<file path="src/rtl/core/bba_pkg.sv">
// Shared types and constants of the bitmap block allocator.
package bba_pkg;

  localparam int NUM_BLOCKS  = 4096;
  localparam int BLK_AW      = 12;
  localparam int BLOCK_SHIFT = 6;
  localparam int WORD_BITS   = 8;
  localparam int NUM_WORDS   = NUM_BLOCKS / WORD_BITS;
  localparam int WORD_AW     = 9;
  localparam int CNT_W       = 13;
  localparam int CLR_SWEEP   = NUM_WORDS;

  localparam logic       OP_ALLOC  = 1'b0;
  localparam logic       OP_FREE   = 1'b1;
  localparam logic [1:0] ST_OK     = 2'd0;
  localparam logic [1:0] ST_NOSPC  = 2'd1;
  localparam logic [1:0] ST_UNDER  = 2'd2;

  typedef enum logic [3:0] {
    S_CLEAR, S_IDLE, S_PREP, S_SCAN_RD, S_SCAN, S_MARK_RD, S_MARK, S_DONE, S_OUT
  } state_t;

  typedef struct packed {
    logic clear_step;
    logic load;
    logic prep;
    logic scan_rd;
    logic scan_bit;
    logic mark_rd;
    logic mark_bit;
    logic finish;
  } cmd_t;

  typedef struct packed {
    logic clear_done;
    logic is_alloc;
    logic early_fail;
    logic scan_found;
    logic scan_end;
    logic word_end;
    logic mark_end;
    logic mark_word_end;
  } stat_t;

endpackage

</file>
<file path="src/rtl/core/bba_ctrl.sv">
// Controller state machine of the bitmap block allocator.
module bba_ctrl (
  input  logic          clk,
  input  logic          rst_n,
  input  logic          in_valid,
  output logic          in_stall,
  output logic          out_valid,
  input  logic          out_stall,
  input  bba_pkg::stat_t st,
  output bba_pkg::cmd_t  cmd
);
  import bba_pkg::*;

  state_t state_r, state_nxt;

  always_ff @(posedge clk) begin
    if (!rst_n) state_r <= S_CLEAR;
    else        state_r <= state_nxt;
  end

  always_comb begin
    state_nxt = state_r;
    cmd       = '0;
    in_stall  = 1'b1;
    out_valid = 1'b0;
    unique case (state_r)
      S_CLEAR: begin
        cmd.clear_step = 1'b1;
        if (st.clear_done) state_nxt = S_IDLE;
      end
      S_IDLE: begin
        in_stall = 1'b0;
        if (in_valid) begin
          cmd.load  = 1'b1;
          state_nxt = S_PREP;
        end
      end
      S_PREP: begin
        cmd.prep = 1'b1;
        if (!st.is_alloc)       state_nxt = S_MARK_RD;
        else if (st.early_fail) state_nxt = S_DONE;
        else                    state_nxt = S_SCAN_RD;
      end
      S_SCAN_RD: begin
        cmd.scan_rd = 1'b1;
        state_nxt   = S_SCAN;
      end
      S_SCAN: begin
        cmd.scan_bit = 1'b1;
        if (st.scan_found)    state_nxt = S_MARK_RD;
        else if (st.scan_end) state_nxt = S_DONE;
        else if (st.word_end) state_nxt = S_SCAN_RD;
      end
      S_MARK_RD: begin
        cmd.mark_rd = 1'b1;
        if (st.mark_end) state_nxt = S_DONE;
        else             state_nxt = S_MARK;
      end
      S_MARK: begin
        cmd.mark_bit = 1'b1;
        if (st.mark_end || st.mark_word_end) state_nxt = S_MARK_RD;
      end
      S_DONE: begin
        cmd.finish = 1'b1;
        state_nxt  = S_OUT;
      end
      S_OUT: begin
        out_valid = 1'b1;
        if (!out_stall) state_nxt = S_IDLE;
      end
      default: state_nxt = S_IDLE;
    endcase
  end

endmodule

</file>
<file path="config.mk">
export PLATFORM = sky130hd
export DESIGN_NAME = bba_ctrl
export DESIGN_NICKNAME = d
export VERILOG_FILES = /design/src/rtl/core/bba_pkg.sv /design/src/rtl/core/bba_ctrl.sv
export SDC_FILE = /design/constraint.sdc
export NUM_CORES = 1
export LEC_CHECK = 0
export BUFFER_PORTS_ARGS = -buffer_cell sky130_fd_sc_hd__buf_4
export CAP_MARGIN = 20
export CORE_AREA = 5 5 42 44
export DETAILED_ROUTE_END_ITERATION = 16
export DIE_AREA = 0 0 47 49
export PLACE_DENSITY = 0.62
export SETUP_SLACK_MARGIN = 0.02
export SYNTH_ARGS = -nofsm -noshare
export SYNTH_HDL_FRONTEND = slang
export SYNTH_SLANG_ARGS = --single-unit
</file>
<file path="constraint.sdc">
create_clock -name clk -period 1.3 [get_ports clk]
set_input_delay 0.195 -clock clk [delete_from_list [all_inputs] [get_ports clk]]
set_output_delay 0.195 -clock clk [all_outputs]
set_load 0.03 [all_outputs]
</file>
==> out/metrics.cfg, run 1 <==
[sta]
fin_crit_sh_pct=107
maxSlewViolCount=0
rsz0062_at_grt=yes
worstMarginPinSlew_ns=0.312
max_slew_margin_pct=79.1
timing.fmax_mhz=717
holdWs_ns=0.213
hold_violations=0
worst_slack_ns=-0.0955
skew_ns=0.00831
finalSetupViolations=14
fin_crit_ns=1.40

[setup_path]
cp-end-kind=primary output
crit_path_start_kind=flop
r2r.worst_path.cells=6
crit_path_max_fanout=4
crit_path_start=state_r[3]
path_buf_inv=2
crit_chain=buf_6, nor4b_4, buf_4
r2r_slack_ns=-0.06
crit_arrival_ns=1.20
path_depth=3
slowest_stage=dfxtp_4
cp-endpoint=cmd[3]
reg2reg_from=state_r[3]
required_ns=1.11
r2r-end=state_r[2]
critPathKind=flop to primary output
critical-path-top-delay-family=flip-flops
max_stage_delay_ns=0.35

[global_route]
grt-ovfl-total=0
grt_start_max_net_pins=7
grt_pass1_wl_mm=2.35
antenna_found_initial=0
track_usage_pct=13.3
grt_pass1_vias=550

[finish]
final_cell_mix=24 x buf_4, 14 x buf_6
largest_reg_flops=4
multi_input_area_um2=390
regMostFlops=state_r
antennaDiodeCount=0
largest_registers=state_r (4)
seqCellArea_um2=92.6
area_growth_pct=136
drive_gt1_share_pct=76.1
final_common_cell=buf_4
nets=102
fillers=121

[synth]
yosysWarnings=0
ys_ff_latch=4
synth_nets=60
synth_cell_type_count=29
yosysTopAreaCell=dfxtp_1
yosysSeqAreaShare_pct=20.2
synth_area_um2=397
yosysTopAreaCellShare_pct=20.2
synth_area_leaders=dfxtp_1 20%, nor3_1 6.3%, nand2_1 5.7%, a22oi_4 5.4%, mux2i_1 5.0%
avgSynthCellArea_um2=8.26
netlist_instances=48

[outcome]
violations=setup timing
status=complete, but fails checks

[clock_network]
clk_latency_ns=0.23
clk_pin_slew_worst_paths_ns=0.04
ctsHoldBuffers=0
cts.sinks=4
cts_root_buf=clkbuf_4
htreeDepth=1
cts_max_path_buffers=2
cts_tree=done
cts_made_buffers=3

[detailed_routing]
avgViaCountPerCell=4.98
drc=0
drt_wl_total_mm=1.48
wire_per_inst_um=14.3
drtIter0Drc=6
dr_total_vias=518
firstDrtPassIters=2
antenna_left=0

[floorplanning]
ios=22
num_rows=14
dieArea_um2=2300
core_area_um2=1400
die_h_um=49
start_util_pct=28.3
fp.dieW_um=47

[worst_hold_path]
hold_path.class=input pin to flop
worstHoldPathCells=2

[pwr]
irDropWorstVdd_mv=0.989
power_mw=1.74
powerDensity_nw_per_um2=1860
p_leak_nw=0.425

[place]
dp_hpwl_mm=1.06
place.gp.congestion=0.916
port-buffer-count=21
place_ws_ns=-0.0883

[job]
max_cap_violations=0

==> cells by family after synthesis <==
family | after synthesis | synth area share (%)
buf+inv | 8 | 10.7
flops | 4 | 20.2
simple gates | 24 | 37.5
compound gates | 10 | 26.5
mux | 2 | 5.05
==> cell type report <==
type	count	share of cell area (%)
multi-input cells	36	41.7
well taps	16	2.14
repair buffers	41	42.0
clock buffers	3	2.41
flip-flops and latches	4	9.89
inverters	4	1.87
==> how the worst min path moves through the flow <==
stage	startpoint	end	slack (ns)
global placement	in_valid	state_r[0]	0.43
finish	in_valid	state_r[0]	0.21
floorplan	in_valid	state_r[0]	0.31
detailed placement	in_valid	state_r[0]	0.42
CTS	in_valid	state_r[0]	0.18
global route	in_valid	state_r[0]	0.21
==> synthesized netlist by cell type, drive strengths merged <==
cell,count
a21oi,1
a22oi,1
a31o,1
a31oi,1
and2,1
and4bb,1
buf,3
clkbuf,1
dfxtp,4
inv,4
mux2i,2
nand2,6
nand2b,1
nand3,2
nand3b,1
nor2,3
nor3,5
nor4,1
nor4b,3
o2111a,1
o2111ai,1
o31a,1
o32a,1
o32ai,1
o41ai,1
==> layer usage <==
layer	vias to the layer above	global-route usage (%)	wire length [um]
met5	-	0	0
met4	0	2.76	0
met3	0	1.48	62
met2	16	20.6	713
met1	238	19.3	708
li1	264	-	-
==> power breakdown <==
part           internal (mW)  switching [mW]  leakage, nW  total [mW]
clock                  0.103          0.0457       0.0138       0.149
sequential             0.182          0.0828       0.0353       0.264
combinational          0.701           0.626        0.376        1.33
total                  0.986           0.754        0.425        1.74
==> timing repair <==
action,in CTS,in global routing
pin swaps,9,4
resized for setup,25,10
setup endpoints to repair,14,14
buffers inserted,6,1
==> through the flow <==
| stage | instances | instance area (um2) | TNS [ns] | utilization [%] |
|---|---|---|---|---|
| 2_1_floorplan | 48 | 468 | -0.584 | - |
| 3_3_place_gp | 94 | 722 | -0.233 | 51.5 |
| 3_5_place_dp | 94 | 722 | -0.239 | 51.5 |
| 4_1_cts | 103 | 871 | -0.685 | 62.1 |
| 5_1_grt | 104 | 936 | -1.43 | 66.8 |
| 6_report | 104 | 936 | -0.758 | 66.8 |
(Power assumes the default switching activity.)
==> run 2, diff against run 1 <==
SKIP_CTS_REPAIR_TIMING = 1   (was default)
SKIP_LAST_GASP = 1   (was default)
==> run 2 against run 1 <==
The flow still finishes with violations (setup timing). Power fell by 9.6%. Clock power barely moved. Highest routed layer is now met4. Critical path depth rose by 1. Setup slack barely moved. Clock skew fell by 0.0030 ns. Clock-buffer cell count did not move.
==> out/metrics.cfg, run 2 (synthesis gave the netlist of run 1 again) <==
[global_route]
track_usage_pct=11.4
grt_pass1_vias=510
grt_start_max_net_pins=8
grt-ovfl-total=0
met3_usage_pct=1.85
busiest_layer=met2
grt_util_met2_pct=17.6
grt_pass1_wl_mm=2.04
antenna_found_initial=0
use_met1_pct=15.4

[sta]
fin_crit_ns=1.40
tns_ns=-0.648
skew_ns=0.00526
rsz0062_at_grt=yes
finalSetupViolations=13
maxSlewViolCount=0
worstMarginPinSlew_ns=0.312
max_slew_margin_pct=79.0
timing.fmax_mhz=717
fin_crit_sh_pct=107
hold_violations=0
worst_slack_ns=-0.0956

[clock_network]
htreeDepth=1
cts_max_path_buffers=2
clk_latency_ns=0.23
cts_tree=done
cts_root_buf=clkbuf_4
cts_made_buffers=3
clk_pin_slew_worst_paths_ns=0.04
cts.sinks=4

[detailed_routing]
firstDrtPassIters=4
wire_per_inst_um=13.2
drtIter0Drc=8
drc=0
dr_total_vias=513
drt_wl_total_mm=1.32
avgViaCountPerCell=5.13
antenna_left=0

[place]
port-buffer-count=21
dp.cells=94
place_ws_ns=-0.0883
dp_hpwl_mm=1.06
placed_area_um2=722
place.gp.congestion=0.916

[pwr]
powerDensity_nw_per_um2=1820
power_mw=1.57
p_leak_nw=0.406
irDropWorstVdd_mv=1.02

[floorplanning]
start_util_pct=28.3
dieArea_um2=2300
fp.dieW_um=47
ios=22
num_rows=14
core_area_um2=1400
die_h_um=49

[setup_path]
r2r_slack_ns=-0.03
required_ns=1.11
crit_path_max_fanout=7
r2r-end=state_r[2]
critPathKind=flop to primary output
slowest_stage=dfxtp_4
crit_arrival_ns=1.20
crit_chain=nand2b_1, nor3_4, and2_4, buf_6
r2r.worst_path.cells=5
max_stage_delay_ns=0.36
reg2reg_from=state_r[0]
cp-end-kind=primary output
crit_path_start_kind=flop

[finish]
postLayoutCellArea_um2=863
drive_gt1_share_pct=71.4
nets=98
final_common_cell=buf_4
fillers=133
largest_reg_flops=4
area_growth_pct=118
regMostFlops=state_r
antennaDiodeCount=0
fin_cells=100
seqCellArea_um2=92.6
multi_input_area_um2=368
largest_registers=state_r (4)
final_cell_mix=22 x buf_4, 14 x buf_6, 4 x nand2_1

[outcome]
violations=setup timing
status=complete, but fails checks

[worst_hold_path]
hold_path.class=input pin to flop
worstHoldPathCells=2
holdCritStartpoint=in_valid
hold-path-endpoint=state_r[0]

[job]
max_cap_violations=0

-- run 2: cell type report --
type,count,area share [%]
inverters,4,2.03
multi-input cells,36,42.6
well taps,16,2.32
clock buffers,3,2.61
repair buffers,37,39.7
flip-flops and latches,4,10.7
-- run 2: per-stage QoR --
stage	hold slack [ns]	util, %
detailed placement	0.424	51.5
global placement	0.434	51.5
CTS	0.178	53.1
finish	0.181	61.6
global route	0.178	61.6
floorplan	0.307	-
-- run 2: how the worst max path moves through the flow --
stage,end,cells past startpoint,startpoint
finish,cmd[6],4,state_r[2]
floorplan,state_r[2],4,state_r[2]
global placement,state_r[2],5,state_r[2]
global route,cmd[6],4,state_r[1]
CTS,cmd[7],4,state_r[2]
detailed placement,state_r[2],5,state_r[2]
-- run 2: critical path, delay by kind of cell (launching register included) --
family | cells | cell delay, ns
AND/OR/NAND/NOR | 3 | 0.49
flip-flops | 1 | 0.36
buffers and inverters | 1 | 0.12
-- run 2: where the power goes --
group / internal, mW / total, mW / switching, mW
sequential: 0.180 / 0.252 / 0.0722
clock: 0.103 / 0.150 / 0.0470
combinational: 0.594 / 1.17 / 0.577
total: 0.877 / 1.57 / 0.696
-- run 2: layer usage --
metal / share of wire (%) / wire [um]
met5: 0 / 0
met1: 45 / 597
met2: 47 / 618
met3: 6.3 / 83
met4: 1.4 / 19
==> run 3, diff against run 2 <==
GPL_TIMING_DRIVEN = 0   (was default)
==> run 3 against run 2 <==
The run still ends with setup timing left. Setup slack lost 0.050 ns. Clock skew is 0.0019 ns lower. Register-to-register slack lost 0.05 ns. Die area did not move. Highest routed layer unchanged. Combinational power up 12%. Non-clock buffer count increased by 4.
==> out/metrics.cfg, run 3 (synthesis gave the netlist of run 1 again) <==
[detailed_routing]
dr_wl_met2_um=657
drtIter0Drc=1
drc=0
dr_total_vias=523
wire_per_inst_um=13.7
wl_met3_um=87
avgViaCountPerCell=5.03
wl_met1_um=644
antenna_left=0
drt_wl_total_mm=1.42
firstDrtPassIters=6
top_layer_used=met4

[finish]
nets=102
antennaDiodeCount=0
largest_reg_flops=4
largest_registers=state_r (4)
fillers=128
postLayoutCellArea_um2=902
final_cell_mix=31 x buf_4, 7 x buf_6
final_common_cell=buf_4
regMostFlops=state_r
fin_util_pct=64.4
drive_gt1_share_pct=78.4
fin_cells=104
area_growth_pct=127

[sta]
maxSlewViolCount=0
fin_crit_sh_pct=111
tns_ns=-1.09
rsz0062_at_grt=yes
fin_crit_ns=1.45
skew_ns=0.00334
timing.fmax_mhz=692
hold_violations=0
finalSetupViolations=14
worst_slack_ns=-0.146
worstMarginPinSlew_ns=0.269
max_slew_margin_pct=81.9

[floorplanning]
start_util_pct=28.3
dieArea_um2=2300
num_rows=14
die_h_um=49
core_area_um2=1400
fp.dieW_um=47
ios=22

[setup_path]
slowest_stage=dfxtp_4
crit_arrival_ns=1.25
crit_path_max_fanout=5
crit_chain=buf_8, buf_6, buf_6, nor3_2, buf_4
critPathKind=flop to primary output
max_stage_delay_ns=0.35
required_ns=1.11
cpMostUsedCell=buf_6
cp-end-kind=primary output
crit_path_start_kind=flop

[global_route]
grt_pass1_wl_mm=1.95
track_usage_pct=11.1
antenna_found_initial=0
grt_start_max_net_pins=11
grt-ovfl-total=0
grt_pass1_vias=459

[place]
port-buffer-count=21
place_ws_ns=-0.225
placed_area_um2=646
dp_hpwl_um=946
place.gp.congestion=0.843
dp.cells=85

[worst_hold_path]
hold_path.class=input pin to flop

[pwr]
irDropWorstVdd_mv=0.977
powerDensity_nw_per_um2=1880
p_leak_nw=0.426

[clock_network]
clk_pin_slew_worst_paths_ns=0.04
clk_latency_ns=0.23
htreeDepth=1
cts.sinks=4
cts_max_path_buffers=2
cts_made_buffers=3
cts_tree=done
cts_root_buf=clkbuf_4

[job]
max_cap_violations=0

[outcome]
status=complete, but fails checks
violations=setup timing

## run 3: path summary, 6_finish.rpt
kind	start	end	slack, ns	cells after the start
worst max register to register	state_r[0]	state_r[1]	-0.08	5
worst min register to register	state_r[3]	state_r[0]	0.70	4
worst min-delay path	in_valid	state_r[0]	0.20	2
worst max-delay path	state_r[0]	cmd[5]	-0.15	5
## run 3: through the flow
stage	power [mW]	hold slack, ns
2_1_floorplan	0.887	0.307
6_report	1.70	0.197
3_3_place_gp	1.11	0.437
3_5_place_dp	1.11	0.429
4_1_cts	1.27	0.186
5_1_grt	1.81	0.177
## run 3: layout make-up
cell class	count	area (um2)	share of cell area (%)
plain buffers	4	56.3	6.24
clock buffers	3	22.5	2.50
inverters	4	15.0	1.66
multi-input cells	36	395	43.8
flip-flops and latches	4	92.6	10.3
well taps	16	20.0	2.22
repair buffers	37	300	33.3
## run 3: critical path, delay by kind of cell, from the launching register on
| family | cells | cell delay (ns) |
|---|---|---|
| simple gates | 1 | 0.15 |
| flops | 1 | 0.35 |
| buf+inv | 4 | 0.51 |
## run 3: power breakdown
part | internal (mW) | switching, mW | leakage (nW)
clock network | 0.103 | 0.0459 | 0.0138
registers | 0.180 | 0.0603 | 0.0353
logic | 0.686 | 0.622 | 0.376
total | 0.969 | 0.728 | 0.426
## run 3: metal layers
layer  GRT usage [%]  vias to the layer above
met1            15.0                      236
met4            1.38                        0
met5               0                        -
li1                -                      266
met3            4.43                        4
met2            17.0                       17
